## src/hw/rtl/crdraw_pkg.sv

```systemverilog
`timescale 1ns / 1ps
`default_nettype none

package crdraw_pkg;

   // Default screen geometry
   localparam int SCREEN_W_DEF       = 480;
   localparam int SCREEN_H_DEF       = 800;
   localparam int BYTES_PER_LINE_DEF = 100;

   // Coordinate fields on the bus and the internal signed width for clip sums
   localparam int FIELD_W = 12;
   localparam int COORD_W = 14;

   // Byte constants
   localparam logic [7:0] FULL_BYTE  = 8'hFF;
   localparam logic [7:0] EMPTY_BYTE = 8'h00;
   localparam logic [2:0] BIT_LAST   = 3'd7;

   // Command codes; the two codes above CMD_READ do nothing
   typedef enum logic [2:0] {
      CMD_CLEAR = 3'd0,
      CMD_HLINE = 3'd1,
      CMD_VLINE = 3'd2,
      CMD_RECT  = 3'd3,
      CMD_FILL  = 3'd4,
      CMD_READ  = 3'd5
   } cmd_type;

   // Outline edges in drawing order
   localparam logic [1:0] SEG_TOP    = 2'd0;
   localparam logic [1:0] SEG_BOTTOM = 2'd1;
   localparam logic [1:0] SEG_LEFT   = 2'd2;
   localparam logic [1:0] SEG_RIGHT  = 2'd3;

   // Status from the byte step unit to the sequencer
   typedef struct packed {
      logic col_end;   // this byte holds the last row of the column span
      logic in_range;  // byte address lies inside the store
   } span_status_type;

   // Widen a signed bus coordinate to the internal width
   function automatic logic signed [COORD_W-1:0] sext_coord(input logic [FIELD_W-1:0] v);
      return {{(COORD_W-FIELD_W){v[FIELD_W-1]}}, v};
   endfunction

endpackage

`default_nettype wire

```

## src/hw/rtl/crdraw_span.sv

```systemverilog
`timescale 1ns / 1ps
`default_nettype none

module crdraw_span #(
   parameter int RW       = 10,
   parameter int IW       = 16,
   parameter int FB_BYTES = 48000
) (
   input  wire logic [RW-1:0]               row_y,
   input  wire logic [RW-1:0]               row_end,
   input  wire logic [IW-1:0]               col_base,
   output logic [IW-1:0]                    byte_addr,
   output logic [7:0]                       bit_mask,
   output logic [RW-1:0]                    next_y,
   output crdraw_pkg::span_status_type      status
);

   logic [RW-1:0] last_blk;
   logic [RW-1:0] end_m1;
   logic [RW-1:0] last_row;
   logic          col_end;

   // Find the last row covered inside this byte
   always_comb begin
      last_blk = {row_y[RW-1:3], crdraw_pkg::BIT_LAST};
      end_m1   = row_end - RW'(1);
      col_end  = (last_blk >= end_m1);
      last_row = col_end ? end_m1 : last_blk;
      next_y   = last_row + RW'(1);
   end

   // Build the bit mask, MSB is the top row of the byte
   always_comb begin
      bit_mask = (crdraw_pkg::FULL_BYTE >> row_y[2:0])
               & (crdraw_pkg::FULL_BYTE << (crdraw_pkg::BIT_LAST - last_row[2:0]));
   end

   // Form the byte address and range check
   always_comb begin
      byte_addr       = col_base + IW'(row_y[RW-1:3]);
      status.col_end  = col_end;
      status.in_range = (byte_addr < IW'(FB_BYTES));
   end

endmodule

`default_nettype wire

```

## config.mk

```make
export PLATFORM = sky130hd
export DESIGN_NAME = crdraw_span
export DESIGN_NICKNAME = d
export VERILOG_FILES = /design/src/hw/rtl/crdraw_pkg.sv /design/src/hw/rtl/crdraw_span.sv
export SDC_FILE = /design/constraint.sdc
export NUM_CORES = 1
export LEC_CHECK = 0
export BUFFER_PORTS_ARGS = -buffer_cell sky130_fd_sc_hd__buf_2
export CORE_MARGIN = 2
export CORE_UTILIZATION = 45
export DETAILED_ROUTE_END_ITERATION = 8
export GPL_TIMING_DRIVEN = 0
export PLACE_DENSITY_LB_ADDON = 0.3
export SETUP_SLACK_MARGIN = 0.02
export SLEW_MARGIN = 20
export SYNTH_ARGS = -nofsm -noshare
export SYNTH_HDL_FRONTEND = slang
export SYNTH_SLANG_ARGS = --single-unit
```

## constraint.sdc

```tcl
create_clock -name vclk -period 11.2
set_input_delay 1.12 -clock vclk [all_inputs]
set_output_delay 1.12 -clock vclk [all_outputs]
set_load 0.02 [all_outputs]
```

==> results.toml, run 1 <==
[global_route]
grt_max_degree = 11
grt_pass1_wl_mm = 5.430
gr-usage-all-layers_pct = 18.28
antenna_found_initial = 0
gr-total-overflow = 0
grt_pass1_vias = 1298

[power_and_ir_drop]
internal-power_w = 0.00004196
combPwrFrac_pct = 100.0
pwr-share-seq_pct = 0
p_clk_share_pct = 0
leakagePower_nw = 0.8618
ir_worst_vdd_mv = 0.02157
p_sw_w = 0.00006631
power_density_nw_per_um2 = 59.76
p_sw_share_pct = 61.25

[layout]
fin_area_sq_um = 1812
diodes = 0
area_delta_synth_final_pct = 28.37
final_cell_mix = "buf_2 (74), xnor2_1 (21), ha_1 (19)"
final_common_cell = "buf_2"
clock_buffers = 0
register_area_sq_um = 0
seq_cell_count = 0
final_cell_count_no_fill = 313
layout.nets = 327
drive_gt1_share_pct = 31.60

[critical_path]
crit_path_start_kind = "primary input"
critPathMaxFanout = 10
critical_path_arrival_ns = 5.10
criticalPathCategory = "in2out"
required_ns = 10.08
endpoint_kind = "output pin"

[placement]
place_area_sq_um = 1812
dp.cells = 313
gp_routability_congestion = 0.8326
hpwl_mm = 2.824
io_buffers = 69

[hold_path]
hold_class = "in2out"
hold_path.startpoint = "row_y[0]"
hold_depth = 3
min_to = "bit_mask[7]"

[route]
ant_nets = 0
via_count = 1639
wl_mm = 3.328
drtPass1Iterations = 4
drt_iter0_markers = 41
route.detailed.drc = 0
routed_via_density = 5.236
wl_per_cell_microns = 10.63

[timing]
setup-tns-final_ns = 0
fmax_mhz = 160.7
hold_viol_final = 0
worstMarginPinSlew_ns = 0.4292
rsz0062_at_grt = "false"
period_needed_ns = 6.222
slew_headroom_pct = 71.38
setup_violations = 0
period_share_pct = 55.56
final_max_slew_viol_count = 0
worst_hold_slack_ns = 2.541

[die]
die_area_sq_um = 3601
die_h_microns = 60.01
core_sq_um = 3028
start_util_pct = 46.61
die_w_microns = 60.01
ioPinCount = 72
core.rowCount = 20

[logic_synthesis]
synth-adder-area-share_pct = 18.26
synth_area_sq_um = 1411
synth_xor_area_share_pct = 21.63
seq_area_frac_synth_pct = 0
synth_mux_area_share_pct = 0
ys_types = 51
synth_compound_area_share_pct = 27.13
synthCells = 200
synth_warnings = 0
yosys.area_share.simple_pct = 26.42
synth_top_family_by_area = "compound AO/OA/AOI/OAI gates"
syn-num-nets = 256
synth_area_per_cell_sq_um = 7.057

[run_status]
status = "completed"

[run]
maxCapViolCount = 0

[clocking]
cts_setup_buffers = 0
cts_resized = 0
ctsHoldBuffers = 0
==> synthesized netlist by cell type, types with 5 or more instances <==
master / n / area [sq um]
a21o_1: 5 / 37.54
a21oi_1: 17 / 85.08
buf_2: 5 / 25.02
ha_1: 19 / 237.7
inv_1: 11 / 41.29
nand2_1: 15 / 56.30
nor2_1: 17 / 63.81
nor2b_1: 5 / 31.28
nor3_1: 5 / 25.02
o21ai_0: 5 / 25.02
xnor2_1: 21 / 183.9
xor2_1: 12 / 105.1
==> power groups by stage <==
stage	Clock [W]	Sequential, W	Combinational, W
finish	0	0	0.000108
global route	0	0	0.000120
CTS	0	0	0.000109
detailed placement	0	0	0.000108
global placement	0	0	0.000108
floorplan	0	0	0.0000753
==> cell type report <==
| class | instances | area [sq um] |
|---|---|---|
| tap | 44 | 55.05 |
| fill | 310 | 1216 |
| multi-input combinational | 178 | 1319 |
| buffer | 9 | 43.79 |
| timing repair buffer | 69 | 345.3 |
| inverter | 13 | 48.80 |
==> cell families (layout without fill, tap and decap cells) <==
kind of cell	Yosys count	count (layout)
XOR/XNOR	34	34
AO/OA/AOI/OAI	56	56
adder cells (fa/ha/maj)	20	20
buffers and inverters	22	91
AND/OR/NAND/NOR	68	68
==> through the flow <==
| stage | setup slack [ns] | power, W | utilization [%] |
|---|---|---|---|
| after global routing | 4.591 | 0.0001201 | 59.83 |
| final | 4.978 | 0.0001083 | 59.83 |
| after floorplan | 5.530 | 0.00007534 | - |
| after CTS | 4.979 | 0.0001089 | 59.83 |
| after detailed placement | 4.999 | 0.0001084 | 59.83 |
| after global placement | 5.013 | 0.0001075 | 59.83 |
==> worst max-delay path by stage <==
stage | start | cells after the start | to | slack (ns)
final | row_end[0] | 21 | next_y[8] | 4.98
after global routing | row_end[0] | 21 | next_y[8] | 4.59
after CTS | row_end[0] | 21 | next_y[8] | 4.98
after detailed placement | row_end[0] | 21 | next_y[8] | 5.00
after global placement | row_end[0] | 21 | next_y[8] | 5.01
after floorplan | row_end[0] | 19 | next_y[4] | 5.53
==> worst max-delay path, cell delays in order <==
cell and delay, ns:
buf_2 0.13, inv_1 0.09, ha_1 0.14, buf_2 0.19, nand2b_1 0.14, or3b_1 0.41
xor2_1 0.27, ha_1 0.31, a21o_1 0.16, a21oi_1 0.16, o31a_2 0.25, buf_2 0.24
nor2_2 0.08, inv_2 0.05, ha_1 0.33, inv_1 0.14, a211oi_2 0.27, nor3b_2 0.22
xor2_1 0.08, o21ai_1 0.15, buf_2 0.19
==> metal layers <==
metal,GRT usage (%),up-vias,part of all wire [%]
met2,31.37,51,45
li1,-,873,-
met4,0,0,0
met1,27.10,715,49
met5,0,-,0
met3,0.2165,0,6.0
Note: power is estimated with default switching activity, not from simulation.
==> inputs of run 2 (changes only) <==
ABC_AREA = 1   (was not set)
clock period = 6.1 ns   (was 11.2 ns; I/O delays follow)
==> run 2 against run 1 <==
Net effect: critical path depth grew 2; core utilization up 1.3 points; first-iteration DRC count grew 110%; worst setup slack worse by 2.9 ns; die area grew 3.7%; hold slack got worse by 1.0 ns; cell count increased by 24%; combinational power up 110%; critical endpoint unchanged; largest cell class unchanged.
==> results.toml, run 2 <==
[hold_path]
min_to = "bit_mask[7]"
hold_depth = 3
hold_path.startpoint = "row_y[0]"
hold_class = "in2out"

[logic_synthesis]
seq_area_frac_synth_pct = 0
synth_warnings = 0
synth_area_per_cell_sq_um = 5.396
synthTopCellsByCount = "nand2_1 (85), inv_1 (56), nor2_1 (28), ha_1 (19), nand3_1 (18)"
synthTopCellsByArea = "nand2_1 (22%), ha_1 (16%), inv_1 (14%)"
synth_area_sq_um = 1468
synthCells = 272
ys_types = 33
syn-num-nets = 328
synth_top_area_share_pct = 21.74
yosys.area.top_type = "nand2_1"
synthMostInstantiatedCell = "nand2_1"

[layout]
layout.nets = 402
register_area_sq_um = 0
final_common_cell = "nand2_1"
drive_gt1_share_pct = 26.16
diodes = 0
fin_area_sq_um = 1883
clock_buffers = 0
seq_cell_count = 0
area_delta_synth_final_pct = 28.30
final_cell_mix = "nand2_1 (85), buf_2 (72), inv_1 (56)"

[timing]
setup-tns-final_ns = 0
slew_headroom_pct = 78.33
fmax_mhz = 246.1
period_needed_ns = 4.063
setup_violations = 0
final_max_slew_viol_count = 0
hold_viol_final = 0
rsz0062_at_grt = "false"
period_share_pct = 66.61
worstMarginPinSlew_ns = 0.3229

[critical_path]
critPathMaxFanout = 10
critical_path_arrival_ns = 3.45
crit_path_start_kind = "primary input"
criticalPathCategory = "in2out"
required_ns = 5.49
endpoint_kind = "output pin"

[global_route]
gr-usage-all-layers_pct = 19.72
grt_max_degree = 11
gr-total-overflow = 0
grt_pass1_wl_mm = 6.009
antenna_found_initial = 0
grt_pass1_vias = 1483

[route]
wl_mm = 3.543
via_count = 1825
drt_iter0_markers = 86
ant_nets = 0
wl_per_cell_microns = 9.131
route.detailed.drc = 0
drtPass1Iterations = 4
routed_via_density = 4.704

[placement]
hpwl_mm = 3.229
io_buffers = 72
gp_routability_congestion = 0.8619
place_area_sq_um = 1883

[die]
start_util_pct = 47.68
core_sq_um = 3078
die_area_sq_um = 3734
die_w_microns = 61.11
die_h_microns = 61.11
ioPinCount = 72
core.rowCount = 20

[power_and_ir_drop]
power_density_nw_per_um2 = 119.3
ir_worst_vdd_mv = 0.05766
leakagePower_nw = 1.185
p_total_w = 0.0002246

[run]
maxCapViolCount = 0

[clocking]
ctsHoldBuffers = 0
cts_setup_buffers = 0
cts_resized = 0

[run_status]
status = "completed"
[run 2: critical path: stages]
cell,delay [ns]
buf_2,0.11
inv_2,0.10
ha_1,0.20
nand3_1,0.17
inv_1,0.12
nand2_1,0.05
nand2_1,0.05
nand2_1,0.07
ha_1,0.30
nand2_2,0.08
inv_1,0.06
a21oi_4,0.21
nand3_4,0.13
buf_6,0.16
inv_1,0.07
nor2_1,0.06
inv_1,0.06
ha_1,0.18
nand2_1,0.07
a21oi_2,0.21
nand4_1,0.13
nand2_1,0.08
buf_2,0.16
[run 2: area by class of cell]
class | instances | area [sq um]
Buffer | 2 | 18.77
Multi-Input combinational cell | 212 | 1231
Timing Repair Buffer | 72 | 360.3
Tap cell | 44 | 55.05
Fill cell | 351 | 1195
Inverter | 58 | 217.7
[run 2: per-layer routing]
metal  vias up  share of wire, %  routed length, microns  global-route usage, %
met4         0                 0                       0                 0.6211
met3         0               4.6                     162                 0.2101
met5         -                 0                       0                      0
met2        51                45                    1608                  34.04
met1       782                50                    1772                  28.98
li1        992                 -                       -                      -
[run 2: power breakdown]
part	switching, W	internal (W)
registers	0	0
clock network	0	0
logic	0.000145	0.0000800
[run 2: worst max-delay path by stage]
stage	from	endpoint	slack, ns
after floorplan	row_end[0]	next_y[4]	2.22
after global placement	row_end[0]	next_y[8]	2.07
after detailed placement	row_end[0]	next_y[8]	2.04
after CTS	row_end[0]	next_y[8]	2.03
after global routing	row_end[0]	next_y[8]	1.69
final	row_end[0]	next_y[8]	2.04
[run 2: metrics by stage]
step | setup WS, ns | std cells | hold slack [ns] | utilization [%]
finish | 2.037 | 388 | 1.506 | 61.18
global route | 1.688 | 388 | 1.509 | 61.18
CTS | 2.027 | 388 | 1.504 | 61.18
detailed placement | 2.043 | 388 | 1.504 | 61.18
global placement | 2.075 | 388 | 1.505 | 61.18
floorplan | 2.225 | 272 | 1.300 | -
[run 2: kinds of logic after synthesis]
logic type,after synthesis,share of synthesized area (%)
and+or+nand+nor,156,47.06
buffers and inverters,60,16.11
AOI/OAI and AO/OA,20,9.720
adders and majority gates,20,17.56
xor gates and xnor gates,16,9.549
